==> config.mk <==
export PLATFORM = sky130hd
export DESIGN_NAME = tra_cell
export DESIGN_NICKNAME = d
export VERILOG_FILES = /design/src/hdl/tra_pkg.sv /design/src/hdl/tra_cell.sv
export SDC_FILE = /design/constraint.sdc
export NUM_CORES = 1
export LEC_CHECK = 0
export ABC_AREA = 1
export BUFFER_PORTS_ARGS = -buffer_cell sky130_fd_sc_hd__buf_2
export CAP_MARGIN = 0
export CORE_ASPECT_RATIO = 0.5
export CORE_UTILIZATION = 35
export DETAILED_ROUTE_END_ITERATION = 10
export PLACE_DENSITY = 0.63
export REMOVE_ABC_BUFFERS = 1
export SLEW_MARGIN = 25
export SYNTH_ARGS = -nofsm -noshare
export SYNTH_HDL_FRONTEND = slang
export SYNTH_SLANG_ARGS = --single-unit
==> constraint.sdc <==
create_clock -name i_clk -period 1.46 [get_ports i_clk]
set_clock_uncertainty 0.2 [all_clocks]
set_input_delay 0.146 -clock i_clk [delete_from_list [all_inputs] [get_ports i_clk]]
set_output_delay 0.146 -clock i_clk [all_outputs]
set_load 0.01 [all_outputs]
==> src/hdl/tra_pkg.sv <==
// ----------------------------------------------------------------------------
// tra_pkg
// Shared types, opcodes and helpers of the task runtime accounting table.
// ----------------------------------------------------------------------------
package tra_pkg;

    localparam int MAX_TASKS_DEF = 32;

    localparam logic [2:0] OP_START   = 3'd0;
    localparam logic [2:0] OP_STOP    = 3'd1;
    localparam logic [2:0] OP_SUSPEND = 3'd2;
    localparam logic [2:0] OP_RESUME  = 3'd3;
    localparam logic [2:0] OP_MON_ON  = 3'd4;
    localparam logic [2:0] OP_MON_OFF = 3'd5;
    localparam logic [2:0] OP_READ    = 3'd6;

    typedef struct packed {
        logic        valid;
        logic [14:0] id;
        logic [62:0] runtime;
        logic [62:0] resumed_at;
    } t_entry;

    // Clamp the register value to the legal range of system tasks.
    function automatic logic [3:0] f_clamp(input logic [3:0] v);
        logic [3:0] r;
        r = v;
        if (r < 4'd1) r = 4'd1;
        if (r > 4'd8) r = 4'd8;
        return r;
    endfunction

    // Contents of slot idx after a table initialization with n system tasks.
    function automatic t_entry f_init(input int idx, input logic [3:0] n);
        t_entry e;
        e.valid      = (idx < int'(n));
        e.id         = (idx < int'(n)) ? 15'(idx) : 15'd0;
        e.runtime    = '0;
        e.resumed_at = '0;
        return e;
    endfunction

endpackage

==> src/hdl/tra_cell.sv <==
// ----------------------------------------------------------------------------
// tra_cell
// One slot of the ring; passes its entry to the neighbor while scanning.
// ----------------------------------------------------------------------------
module tra_cell #(
    parameter int INDEX = 0
) (
    input  logic            i_clk,
    input  logic            i_rst_n,
    input  logic            i_shift,
    input  logic            i_init,
    input  logic [3:0]      i_sys_n,
    input  tra_pkg::t_entry i_next,
    output tra_pkg::t_entry o_entry
);
    import tra_pkg::*;

    t_entry r_entry;

    always_ff @(posedge i_clk) begin
        if (!i_rst_n) begin
            r_entry <= f_init(INDEX, 4'd1);
        end else if (i_init) begin
            r_entry <= f_init(INDEX, i_sys_n);
        end else if (i_shift) begin
            r_entry <= i_next;
        end
    end

    assign o_entry = r_entry;

endmodule

# After elaboration in Yosys (flattened, before gate mapping)
# Cells that the tools add are included.
[op_classes]
n_mux = 2
bitwise_logic = 1
n_reduce_logical = 2
n_lt_le_gt_ge = 1
[ops]
columns = ["operator", "n"]
rows = [
  ["2-to-1 mux 142 bit", 2],
  ["less-than comparator 1 x 4 -> 1 bit, first input constant", 1],
  ["nonzero test 2 bit", 1],
  ["OR reduction 2 bit", 1],
  ["inverter 1 bit", 1],
]
[word_totals]
reg_bits = 142

# Longest topological paths before layout
[logic_depth]
ltp_word = 2
depth_mapped = 7
mapped_depth_nobuf = 5

# Worst setup path after synthesis
# Ideal clock, no wire load.
[synth_timing]
kind = "input to register"
startpoint = "in i_shift"
endpoint = "reg r_entry (netlist bit o_entry[45])"
arrival_time_ps = 727
stages = 6
setup_time_ps = 125
path_slack_ps = 408
path_buffers = 3
cell_sequence = "buf_4 clkinv_2 buf_6 buf_6 nand2_1 a21oi_2"
[synth_lines]
columns = ["item", "line", "rtl"]
rows = [
  ["from (decl)", "tra_cell.sv:10", "input logic i_shift,"],
  ["to (signal assigned)", "tra_cell.sv:22", "r_entry <= f_init(INDEX, 4'd1);"],
  ["to (signal assigned)", "tra_cell.sv:24", "r_entry <= f_init(INDEX, i_sys_n);"],
  ["to (signal assigned)", "tra_cell.sv:26", "r_entry <= i_next;"],
  ["to (decl)", "tra_cell.sv:18", "t_entry r_entry;"],
]

==> impl_metrics.csv <==
group,metric,value,unit
status,status,"finished clean",
final_layout,nNetsFinal,1218,
sta,setup_tns,0,ps
floorplan,core,13740,sq um
critical_path,endpoint_kind,"flop",
logic_synthesis,synth-main-ff-cell,"dfxtp_1",
sta,tightest_slew,381.4,ps
final_layout,drive_above_1_share,32.19,%
critical_path,cp_top_family,"buffers and inverters",
sta,slew_headroom,74.57,%
logic_synthesis,ys_warn_count,0,
logic_synthesis,ys_seq_area_share,56.89,%
logic_synthesis,avgSynthCellArea,7.996,sq um
grt,grt_max_degree,57,
drt,wl_per_cell,13.31,um
grt,first_global_vias,5571,
grt,track_usage,22.40,%
logic_synthesis,synthTopCellsByArea,"dfxtp_1 57%, nand2_1 21%, a21oi_1 13%, buf_2 2.8%, buf_6 2.5%",
logic_synthesis,netlist_area,4997,sq um
critical_path,arrival,1600,ps
critical_path,worstSetupPathType,"in -> reg",
logic_synthesis,yosysTopAreaCellShare,56.89,%
logic_synthesis,synth_cell_types,14,
min_path,holdPathEnd,"o_entry[63]",
critical_path,r2r_start,"o_entry[9]",
clock_tree,cts_buffer_depth,2,
drt,drt_iter0_drc,209,
drt,ant_nets,0,
floorplan,die_h,86.50,um
floorplan,die_area,14790,sq um
critical_path,crit_slowest_cell,"dlygate4sd3_1",
logic_synthesis,yosysTopAreaCell,"dfxtp_1",
critical_path,cp-start-kind,"primary input",
critical_path,r2r_end,"o_entry[9]",
floorplan,die_w,171.0,um
power,total_power,9.455,mW
logic_synthesis,synth_edf_count,0,
sta,rsz0062_at_grt,"false",
grt,grt_pass1_wl,26350,um
logic_synthesis,synth_seq_cells,142,
sta,post-route-period-util,99.55,%
critical_path,reg2regPathDepth,3,
critical_path,path_buf_inv,3,
critical_path,r2r_setup_slack,120,ps
final_layout,diodes,0,
grt,antenna_found_initial,0,
final_layout,final_cell_mix,"290 x buf_2, 285 x nand2_1, 165 x dlygate4sd3_1",
min_path,min_path_type,"in -> reg",
placement,dp.final_hpwl,10230,um
sta,fmax,688.1,MHz
sta,hold_violations,0,
flow_run,maxCapViolCount,0,
sta,fin_crit,1453,ps
floorplan,ios,292,
drt,via_count,5770,
clock_tree,clkSinkCount,142,
power,power.density,1071,nW/um^2
logic_synthesis,async_reset_ff_share,0,%
critical_path,required,1600,ps
drt,wl,16950,um
sta,finalMaxSlewViolations,0,
drt,drt-pass1-iter-count,4,
power,ir_worst_vdd,0.8453,mV
critical_path,cpPeakStageDelay,570,ps
drt,via_per_inst,4.533,
sta,setup_viol_count_final,0,
logic_synthesis,syn-instance-count,625,
clock_tree,cts_root_buffer,"clkbuf_16",
clock_tree,path_clk_slew,60,ps
critical_path,critical_path.most_common_cell,"dlygate4sd3_1",
final_layout,final_common_cell,"buf_2",
placement,gp_congestion,0.7975,
grt,overflow,0,
final_layout,syn_to_final_growth,76.59,%
critical_path,cp_max_fo,1,
clock_tree,cts.htree.levels,4,
floorplan,core.rowCount,30,
min_path,hp-start,"i_shift",
placement,io_buffers,291,
min_path,hold_depth,4,
power,p_leak,4.173,nW
critical_path,path_cells,"dlygate4sd3_1 -> buf_2 -> nand2_1 -> a21oi_1 -> dlygate4sd3_1",
clock_tree,cts_tree,"yes",
final_layout,largest_register_ffs,142,
clock_tree,cts_buffers,17,
floorplan,start_util,36.38,%
drt,drc,0,
clock_tree,worstSkewPairLatency,410,ps
-- layer usage --
metal | up-vias | routed length [um] | track usage [%]
li1 | 2877 | - | -
met1 | 2673 | 6747 | 24.39
met2 | 169 | 8916 | 41.57
met3 | 51 | 652 | 4.566
met4 | 0 | 630 | 11.77
met5 | - | 0 | 0
-- worst register-to-register path: cells and delay by family, from the launching register on --
family | cells | cell delay [ps]
simple gates | 1 | 60
compound gates | 1 | 130
buf+inv | 1 | 570
flops | 1 | 320
-- cells by family (layout without fill, tap and decap cells) --
family                 after synthesis  in the layout  synth area share [%]
AO/OA/AOI/OAI                      141            141                 14.87
buffers and inverters               51            507                 6.284
AND/OR/NAND/NOR                    291            291                 21.96
flip-flops                         142            142                 56.89
-- stage by stage --
stage               cells  hold slack (ps)  setup slack, ps  instance area [sq um]  util [%]
global placement     1076            199.2            202.5                   6599     48.03
floorplan             579            86.45           -407.3                   4703         -
finish               1273            65.28            6.628                   8825     64.24
detailed placement   1076            203.6            159.1                   6599     48.03
global route         1273            82.49            1.293                   8825     64.24
CTS                  1273            56.81            18.59                   8825     64.24
-- Yosys cell counts, types with 2 or more instances --
| library cell | count |
|---|---|
| clkbuf_1 | 6 |
| a21oi_1 | 131 |
| nand2_1 | 285 |
| buf_6 | 11 |
| nor2_1 | 3 |
| inv_1 | 3 |
| dfxtp_1 | 142 |
| buf_2 | 28 |
| nand3_1 | 2 |
| a21oi_2 | 10 |
-- power breakdown --
part | total [mW] | switching [mW] | internal (mW) | leakage, nW
sequential | 4.06 | 0.0578 | 4.00 | 1.16
combinational | 1.19 | 0.543 | 0.644 | 2.75
clock | 4.21 | 1.69 | 2.52 | 0.262
-- repair_timing --
action | CTS | global route
hold buffers | 165 | 1
gates resized for setup | 0 | 0
setup endpoints to repair | 0 | 2
setup buffers | 0 | 0
hold endpoints to repair | 142 | 1
-- how the worst max path moves through the flow --
| stage | endpoint | slack [ps] | depth (start not counted) | startpoint |
|---|---|---|---|---|
| final | o_entry[9] | 7 | 5 | i_next[9] |
| after global routing | o_entry[9] | 1 | 5 | i_next[9] |
| after CTS | o_entry[141] | 20 | 7 | i_next[141] |
| after detailed placement | o_entry[101] | 160 | 5 | i_shift |
| after global placement | o_entry[50] | 200 | 5 | i_shift |
| after floorplan | o_entry[0] | -410 | 4 | i_rst_n |
-- final cells by class --
| class | instances | area (sq um) |
|---|---|---|
| flip-flops and latches | 142 | 2843 |
| well taps | 192 | 240.2 |
| clock inverters | 13 | 141.4 |
| inverters | 5 | 23.77 |
| repair buffers | 470 | 3303 |
| multi-input cells | 432 | 1841 |
| clock buffers | 19 | 432.9 |
| fillers | 1157 | 4913 |
No activity file was read; power rests on OpenSTA's default activity.
