[src/hdl/tra_pkg.sv]
// ----------------------------------------------------------------------------
// tra_pkg
// Shared types, opcodes and helpers of the task runtime accounting table.
// ----------------------------------------------------------------------------
package tra_pkg;

    localparam int MAX_TASKS_DEF = 32;

    localparam logic [2:0] OP_START   = 3'd0;
    localparam logic [2:0] OP_STOP    = 3'd1;
    localparam logic [2:0] OP_SUSPEND = 3'd2;
    localparam logic [2:0] OP_RESUME  = 3'd3;
    localparam logic [2:0] OP_MON_ON  = 3'd4;
    localparam logic [2:0] OP_MON_OFF = 3'd5;
    localparam logic [2:0] OP_READ    = 3'd6;

    typedef struct packed {
        logic        valid;
        logic [14:0] id;
        logic [62:0] runtime;
        logic [62:0] resumed_at;
    } t_entry;

    // Clamp the register value to the legal range of system tasks.
    function automatic logic [3:0] f_clamp(input logic [3:0] v);
        logic [3:0] r;
        r = v;
        if (r < 4'd1) r = 4'd1;
        if (r > 4'd8) r = 4'd8;
        return r;
    endfunction

    // Contents of slot idx after a table initialization with n system tasks.
    function automatic t_entry f_init(input int idx, input logic [3:0] n);
        t_entry e;
        e.valid      = (idx < int'(n));
        e.id         = (idx < int'(n)) ? 15'(idx) : 15'd0;
        e.runtime    = '0;
        e.resumed_at = '0;
        return e;
    endfunction

endpackage

[src/hdl/tra_ctrl.sv]
// ----------------------------------------------------------------------------
// tra_ctrl
// Sequencer at the head of the ring: updates each slot as it passes.
// ----------------------------------------------------------------------------
module tra_ctrl #(
    parameter int MAX_TASKS = tra_pkg::MAX_TASKS_DEF
) (
    input  logic            i_clk,
    input  logic            i_rst_n,
    input  logic            i_start,
    input  logic [2:0]      i_opcode,
    input  logic [14:0]     i_task_id,
    input  logic [62:0]     i_now_time,
    input  logic [4:0]      i_read_index,
    input  logic [3:0]      i_sys_n,
    input  tra_pkg::t_entry i_head,
    output tra_pkg::t_entry o_head,
    output logic            o_shift,
    output logic            o_busy,
    output logic            o_done,
    output logic            o_acted,
    output logic [4:0]      o_slot_index,
    output logic            o_slot_in_use,
    output logic [14:0]     o_slot_task_id,
    output logic [62:0]     o_slot_runtime,
    output logic [62:0]     o_window_start
);
    import tra_pkg::*;

    localparam int IW = (MAX_TASKS > 1) ? $clog2(MAX_TASKS) : 1;

    typedef enum logic [1:0] {
        S_IDLE = 2'b01,
        S_SCAN = 2'b10
    } t_state;

    t_state      r_state;
    logic [IW-1:0] r_k;
    logic [2:0]  r_op;
    logic [14:0] r_id;
    logic [62:0] r_now;
    logic [4:0]  r_ridx;
    logic        r_mon_zero;
    logic        r_found;
    logic [7:0]  r_mon;
    logic [62:0] r_window;
    logic        r_done;
    logic        r_acted;
    logic [4:0]  r_slot;
    logic        r_use;
    logic [14:0] r_tid;
    logic [62:0] r_rt;

    logic        w_hit;
    t_entry      w_mod;
    logic        w_sys;
    logic        w_match;
    logic        w_k_is_id;
    logic [62:0] w_delta;
    logic [63:0] w_sum;
    logic [62:0] w_add;

    assign w_sys     = (r_id < {11'd0, i_sys_n});
    assign w_match   = i_head.valid && (i_head.id == r_id);
    assign w_k_is_id = ({{(16-IW){1'b0}}, r_k} == {1'b0, r_id});
    assign w_delta   = (r_now >= i_head.resumed_at) ? (r_now - i_head.resumed_at) : 63'd0;
    assign w_sum     = {1'b0, i_head.runtime} + {1'b0, w_delta};
    assign w_add     = w_sum[63] ? {63{1'b1}} : w_sum[62:0];

    always_comb begin
        w_hit = 1'b0;
        w_mod = i_head;
        case (r_op)
            OP_START: begin
                w_hit = !r_found && !i_head.valid;
                if (w_hit) begin
                    w_mod.valid      = 1'b1;
                    w_mod.id         = r_id;
                    w_mod.runtime    = '0;
                    w_mod.resumed_at = '0;
                end
            end
            OP_STOP: begin
                w_hit = !r_found && w_match;
                if (w_hit) w_mod = '0;
            end
            OP_SUSPEND, OP_RESUME: begin
                w_hit = w_sys ? w_k_is_id : ((r_mon != 8'd0) && !r_found && w_match);
                if (w_hit) begin
                    if (r_op == OP_RESUME) begin
                        w_mod.resumed_at = r_now;
                    end else if (w_sys || (i_head.resumed_at != 63'd0)) begin
                        w_mod.runtime = w_add;
                    end
                end
            end
            OP_MON_ON: begin
                // Opening a window from zero clears the non-system slots.
                if (r_mon_zero && ({{(9-IW){1'b0}}, r_k} >= {5'd0, i_sys_n})) begin
                    w_mod.runtime    = '0;
                    w_mod.resumed_at = '0;
                end
            end
            OP_READ: begin
                w_hit = ({{(9-IW){1'b0}}, r_k} == {4'd0, r_ridx});
            end
            default: ;
        endcase
    end

    always_ff @(posedge i_clk) begin
        if (!i_rst_n) begin
            r_state  <= S_IDLE;
            r_k      <= '0;
            r_mon    <= 8'd0;
            r_window <= '0;
            r_done   <= 1'b0;
            r_found  <= 1'b0;
        end else begin
            r_done <= 1'b0;
            case (r_state)
                S_IDLE: begin
                    if (i_start) begin
                        r_op       <= i_opcode;
                        r_id       <= i_task_id;
                        r_now      <= i_now_time;
                        r_ridx     <= i_read_index;
                        r_mon_zero <= (r_mon == 8'd0);
                        r_found    <= 1'b0;
                        r_acted    <= (i_opcode == OP_MON_ON) || (i_opcode == OP_MON_OFF);
                        r_slot     <= '0;
                        r_use      <= 1'b0;
                        r_tid      <= '0;
                        r_rt       <= '0;
                        r_k        <= '0;
                        r_state    <= S_SCAN;
                        if (i_opcode == OP_MON_ON) begin
                            if (r_mon == 8'd0) r_window <= i_now_time;
                            if (r_mon != 8'd255) r_mon <= r_mon + 8'd1;
                        end else if (i_opcode == OP_MON_OFF) begin
                            r_mon <= (r_mon <= 8'd1) ? 8'd0 : r_mon - 8'd1;
                        end
                    end
                end
                S_SCAN: begin
                    if (w_hit) begin
                        r_found <= 1'b1;
                        r_acted <= 1'b1;
                        r_slot  <= 5'(r_k);
                        r_use   <= w_mod.valid;
                        r_tid   <= w_mod.id;
                        r_rt    <= w_mod.runtime;
                    end
                    if (r_k == IW'(MAX_TASKS - 1)) begin
                        r_k     <= '0;
                        r_state <= S_IDLE;
                        r_done  <= 1'b1;
                    end else begin
                        r_k <= r_k + 1'b1;
                    end
                end
                default: r_state <= S_IDLE;
            endcase
        end
    end

    assign o_head         = w_mod;
    assign o_shift        = (r_state == S_SCAN);
    assign o_busy         = (r_state == S_SCAN);
    assign o_done         = r_done;
    assign o_acted        = r_acted;
    assign o_slot_index   = r_slot;
    assign o_slot_in_use  = r_use;
    assign o_slot_task_id = r_tid;
    assign o_slot_runtime = r_rt;
    assign o_window_start = r_window;

    a_done_after_scan: assert property (@(posedge i_clk) disable iff (!i_rst_n)
        r_done |-> $past(r_state == S_SCAN))
        else $error("result strobe without a finished scan");
    a_idle_k_zero: assert property (@(posedge i_clk) disable iff (!i_rst_n)
        (r_state == S_IDLE) |-> (r_k == '0))
        else $error("scan position not aligned while idle");
    a_done_not_busy: assert property (@(posedge i_clk) disable iff (!i_rst_n)
        r_done |-> (r_state == S_IDLE))
        else $error("result strobe while busy");

endmodule

[config.mk]
export PLATFORM = sky130hd
export DESIGN_NAME = tra_ctrl
export DESIGN_NICKNAME = d
export VERILOG_FILES = /design/src/hdl/tra_pkg.sv /design/src/hdl/tra_ctrl.sv
export SDC_FILE = /design/constraint.sdc
export NUM_CORES = 1
export LEC_CHECK = 0
export BUFFER_PORTS_ARGS = -buffer_cell sky130_fd_sc_hd__buf_2
export CAP_MARGIN = 20
export CORE_ASPECT_RATIO = 2
export CORE_MARGIN = 4
export CORE_UTILIZATION = 43
export CTS_BUF_LIST = sky130_fd_sc_hd__clkbuf_4 sky130_fd_sc_hd__clkbuf_8
export DETAILED_ROUTE_END_ITERATION = 12
export MAX_ROUTING_LAYER = met4
export PLACE_DENSITY_LB_ADDON = 0.1
export SYNTH_ARGS = -nofsm -noshare
export SYNTH_HDL_FRONTEND = slang
export SYNTH_SLANG_ARGS = --single-unit
[constraint.sdc]
create_clock -name i_clk -period 14.8 [get_ports i_clk]
set_input_delay 0 -clock i_clk [delete_from_list [all_inputs] [get_ports i_clk]]
set_output_delay 0 -clock i_clk [all_outputs]
set_load 0.02 [all_outputs]
Word-level counts from Yosys, hierarchy flattened
Cells that the tools add are included.
{"block": "word_totals", "reg_bits": 252, "input_bits": 235, "out_inout_bits": 293, "word_cells": 107}
{"block": "classes", "addsub": 5, "n_lt_le_gt_ge": 4, "n_eq_ne": 18, "n_mux": 39, "reduce_logical": 25}
{"operator": "one-hot mux 126 bit (4 select lines)", "n": 1}
{"operator": "two-way mux 63 bit", "n": 7}
{"operator": "two-way mux 142 bit", "n": 2}
{"operator": "two-way mux 126 bit", "n": 2}
{"operator": "one-hot mux 63 bit (2 select lines)", "n": 1}
{"operator": "adder 63 x 63 -> 64 bit", "n": 1}
{"operator": "greater-or-equal comparator 63 bit", "n": 1}
{"operator": "nonzero test 63 bit", "n": 1}
{"operator": "subtractor 63 bit", "n": 1}
{"operator": "two-way mux 8 bit", "n": 4}
{"operator": "one-hot mux 16 bit (2 select lines)", "n": 1}
{"operator": "two-way mux 15 bit", "n": 2}
{"operator": "one-hot mux 15 bit (2 select lines)", "n": 1}
{"operator": "one-hot mux 5 bit (2 select lines)", "n": 2}
{"operator": "equality test 15 bit", "n": 1}
{"operator": "equality test 5 x 15 -> 1 bit", "n": 1}
{"operator": "less-than comparator 15 x 4 -> 1 bit", "n": 1}
{"operator": "two-way mux 5 bit", "n": 3}
{"operator": "equality test 3 bit, second input constant", "n": 4}
{"operator": "AND reduction 4 bit", "n": 3}
{"operator": "adder 8 x 1 -> 8 bit, second input constant", "n": 1}
{"operator": "<= comparator 8 x 1 -> 1 bit, second input constant", "n": 1}
{"operator": "zero test 8 bit", "n": 1}
{"operator": "!= test 8 bit, second input constant", "n": 1}
{"operator": "25 further kinds", "n": 47}

Depth between registers and ports, before layout
{"block": "logic_depth", "ltp_word": 10, "depth_mapped": 28, "ltp_nobuf": 25}

Worst setup path before layout
No wires, ideal clock.
{"block": "synth_path", "kind": "reg2reg", "from": "register r_now[2]", "to": "register r_rt[15] (netlist: o_slot_runtime[15]), data pin", "setup_time_ns": 0.134, "arrival_time_ns": 6.030, "required_time_ns": 14.666, "path_slack_ns": 8.636, "stages_incl_launch_ff": 25, "path_buffers": 4, "period_less_slack_ns": 6.164, "path_cell_list": "edfxtp_1 -> ha_1 -> and3b_1 -> o21ai_0 -> a21oi_1 -> a21oi_1 -> o21ai_0 -> a31oi_1 -> o31ai_4 -> a41oi_1 -> clkbuf_1 -> nor2_1 -> ha_1 -> clkbuf_1 -> a21oi_1 -> o211ai_1 -> a21oi_1 -> nor4b_1 -> a31o_2 -> a21o_1 -> clkbuf_1 -> clkbuf_1 -> nor2_1 -> o21ai_0 -> and2_1"}
{"element": "start, declared", "line": "tra_ctrl.sv:41", "source": "logic [62:0] r_now;"}
{"element": "start signal, assigned", "line": "tra_ctrl.sv:126", "source": "r_now <= i_now_time;"}
{"element": "end signal, assigned", "line": "tra_ctrl.sv:152", "source": "r_rt <= w_mod.runtime;"}
{"element": "end, declared", "line": "tra_ctrl.sv:52", "source": "logic [62:0] r_rt;"}

==> impl_metrics.toml <==
[die]
die_y_um = 308.7
core_area_mm2 = 0.04487
die_w_um = 158.3
ios = 528
die-area_mm2 = 0.04887
rows = 110
start_util_pct = 43.32

[sta]
rsz0062_at_grt = "false"
worst_pin_slew_ns = 1.174
timing.fmax_mhz = 119.6
setup_viol = 0
finalSetupTns_ns = 0
slew_headroom_pct = 21.01
post-route-period-util_pct = 56.48
slew_viol_final = 0
finalCriticalPeriod_ns = 8.359
hold_viol_final = 0
skew_ns = 0.03644

[clock_network]
insertion_delay_ns = 0.61
clock-sinks = 252
postCtsSetupBuffers = 0
cts_max_level = 2
cts_made_buffers = 39
cts_resized = 0
cts_root_buffer = "clkbuf_8"
clk_pin_slew_ns = 0.06
cts_buffer_depth = 3
cts_tree = "done"

[critical_path]
critPathRequiredTime_ns = 14.80
start_kind = "flop"
crit_path_cell_trace = "ha_1 > and3b_1 > o21ai_0 > a21oi_1 > a21oi_1 > o21ai_0 > a31oi_1 > o31ai_4 > a41oi_4 > buf_4 > a2111oi_0 > ha_1 > nand4_1 > or3_1 > o21ai_0 > a31o_2 > a21o_2 > buf_4 > nor2_1 > o21ai_0 > buf_2"
r2r-start = "r_now[2]"
reg2reg_depth = 21
critical_path_depth = 21
startpoint = "r_now[2]"
crit_slowest_cell = "a2111oi_0"
cp.arrival_ns = 8.36
crit_path_frequent_cell = "o21ai_0"
critPathKind = "reg2out"
max_stage_delay_ns = 0.80
worst-path-max-fanout = 64
cp_num_buf_inv = 3
crit_family = "compound AO/OA/AOI/OAI gates"
crit_path_end_kind = "primary output"

[pwr]
p_leak_uw = 0.01125
powerDensity_mw_per_mm2 = 91.03
ir_worst_vdd_mv = 0.08112

[logic_synthesis]
synth_flop_cell = "edfxtp_1"
synth_seq_area_share_pct = 34.81
synth_area_leaders = "edfxtp_1 (27%), ha_1 (8.9%), dfxtp_1 (8.2%)"
yosys_warnings = 0
yosysMostFrequentCell = "nand2_1"
yosysTopAreaCellShare_pct = 26.57
syn_nets = 2721
syn_inst = 2346
synth_commonest_cells = "nand2_1 (353), a21oi_1 (204), edfxtp_1 (172), nor2_1 (171), o21ai_0 (143)"
synth_area_mm2 = 0.01944
ys_types = 73
synth-edff-count = 172
yosysTopAreaCell = "edfxtp_1"
synth.avg_cell_area_um2 = 8.285
async_flop_share_pct = 0
ys_ff_latch = 252

[route]
drc = 0
via_count = 20760
wirelength_um = 82680
drt_first_pass_iters = 7
wire_per_inst_um = 23.16
first_iter_violations = 1282
viasPerCell = 5.816
ant_nets = 0

[finish]
synthToLayoutAreaGrowth_pct = 28.78
drive_gt1_share_pct = 21.42
fillers = 4216
final_nets = 3351
final_util_pct = 55.79
final_area_mm2 = 0.02503
stdcell_count = 3570

[worst_hold_path]
worstHoldStart = "i_head[119]"
hp-class = "in2reg"
holdPathStages = 4

[placement]
placed_area_mm2 = 0.02253
port_buffers = 527
place_hpwl_um = 66780
dp_cells = 3330
routabilityCongestion = 1.017

[global_route]
antenna_found_initial = 4
grt_pass1_vias = 21140
grt_max_degree = 77
grt_first_pass_wirelength_um = 121600
grt_overflow_total = 0
grt.total_usage_pct = 33.33

[run]
drv_cap = 0

[status]
status = "finished, final reports clean"
-- cell families after synthesis --
| kind of cell | count (synthesis) | share of synthesized area, % |
|---|---|---|
| xor+xnor | 142 | 6.399 |
| flops | 252 | 34.81 |
| buf+inv | 234 | 4.577 |
| compound gates | 754 | 25.60 |
| mux | 3 | 0.1609 |
| fa+ha+maj | 140 | 9.090 |
| simple gates | 821 | 19.36 |
-- per-stage QoR --
step	hold WS, ns	worst slack (ns)	power, uW
floorplan	0.09887	8.636	1321
global placement	0.1776	7.155	1599
detailed placement	0.1785	7.084	1598
CTS	0.05479	6.470	2283
global route	0.08197	6.126	2387
finish	0.1000	6.441	2278
-- cell usage in the layout (no fill, tap or decap), types with 33 or more instances in the layout --
| cell | n |
|---|---|
| a21boi_0 | 75 |
| a21o_1 | 65 |
| a21oi_1 | 204 |
| a22o_1 | 80 |
| and2_1 | 55 |
| buf_2 | 527 |
| clkbuf_8 | 45 |
| dfxtp_1 | 80 |
| dlygate4sd3_1 | 165 |
| edfxtp_1 | 172 |
| ha_1 | 138 |
| inv_1 | 111 |
| nand2_1 | 353 |
| nand3_1 | 39 |
| nand4_1 | 47 |
| nor2_1 | 170 |
| nor3_1 | 40 |
| nor4_1 | 33 |
| o21ai_0 | 143 |
| xnor2_1 | 95 |
| xor2_1 | 47 |
-- cell type report --
cell class | count | area [um^2] | area share [%]
inverter | 111 | 416.7 | 1.665
clock buffer | 59 | 724.4 | 2.894
multi-input combinational | 1860 | 11850 | 47.36
timing repair buffer | 712 | 4439 | 17.74
tap | 560 | 700.7 | 2.799
clock inverter | 12 | 118.9 | 0.4749
antenna | 4 | 10.01 | 0.03999
sequential | 252 | 6766 | 27.03
-- sequential cells by signal (all words and copies together) (netlist names) --
signal and cells:
o_slot_runtime 63, o_window_start 63, r_now 63, o_slot_task_id 15, r_id 15, r_mon 8
o_slot_index 5, r_k 5, r_ridx 5, r_op 3, r_state 2, o_acted 1
o_done 1, o_slot_in_use 1, r_found 1, r_mon_zero 1
-- what timing repair did --
action,4_1_cts,5_1_grt
endpoints found under the setup margin,0,0
hold buffers,165,0
hold endpoints to repair,256,0
-- where the power goes --
part | switching [uW] | internal, uW
combinational | 530 | 303
sequential | 16.0 | 783
clock | 297 | 350
-- per-layer routing --
metal  GRT usage [%]  vias to the layer above  part of all wire [%]
met5               -                        -                     0
met4           21.41                        0                   7.9
met3           4.298                      263                   5.8
met2           58.12                      885                    51
met1           34.78                     9822                    36
li1                -                     9793                     -
-- worst paths after layout --
| check | to | slack [ns] |
|---|---|---|
| hold / removal | o_slot_runtime[56] | 0.10 |
| hold reg to reg | o_window_start[53] | 0.46 |
| setup / recovery | o_head[72] | 6.44 |
| setup reg to reg | o_slot_runtime[9] | 6.99 |
-- tightest hold or removal path, stage by stage --
cell	delay, ns
buf_2	0.13
a21oi_1	0.14
a21oi_1	0.09
and2_1	0.17
Power figures use the tool's default switching activity.
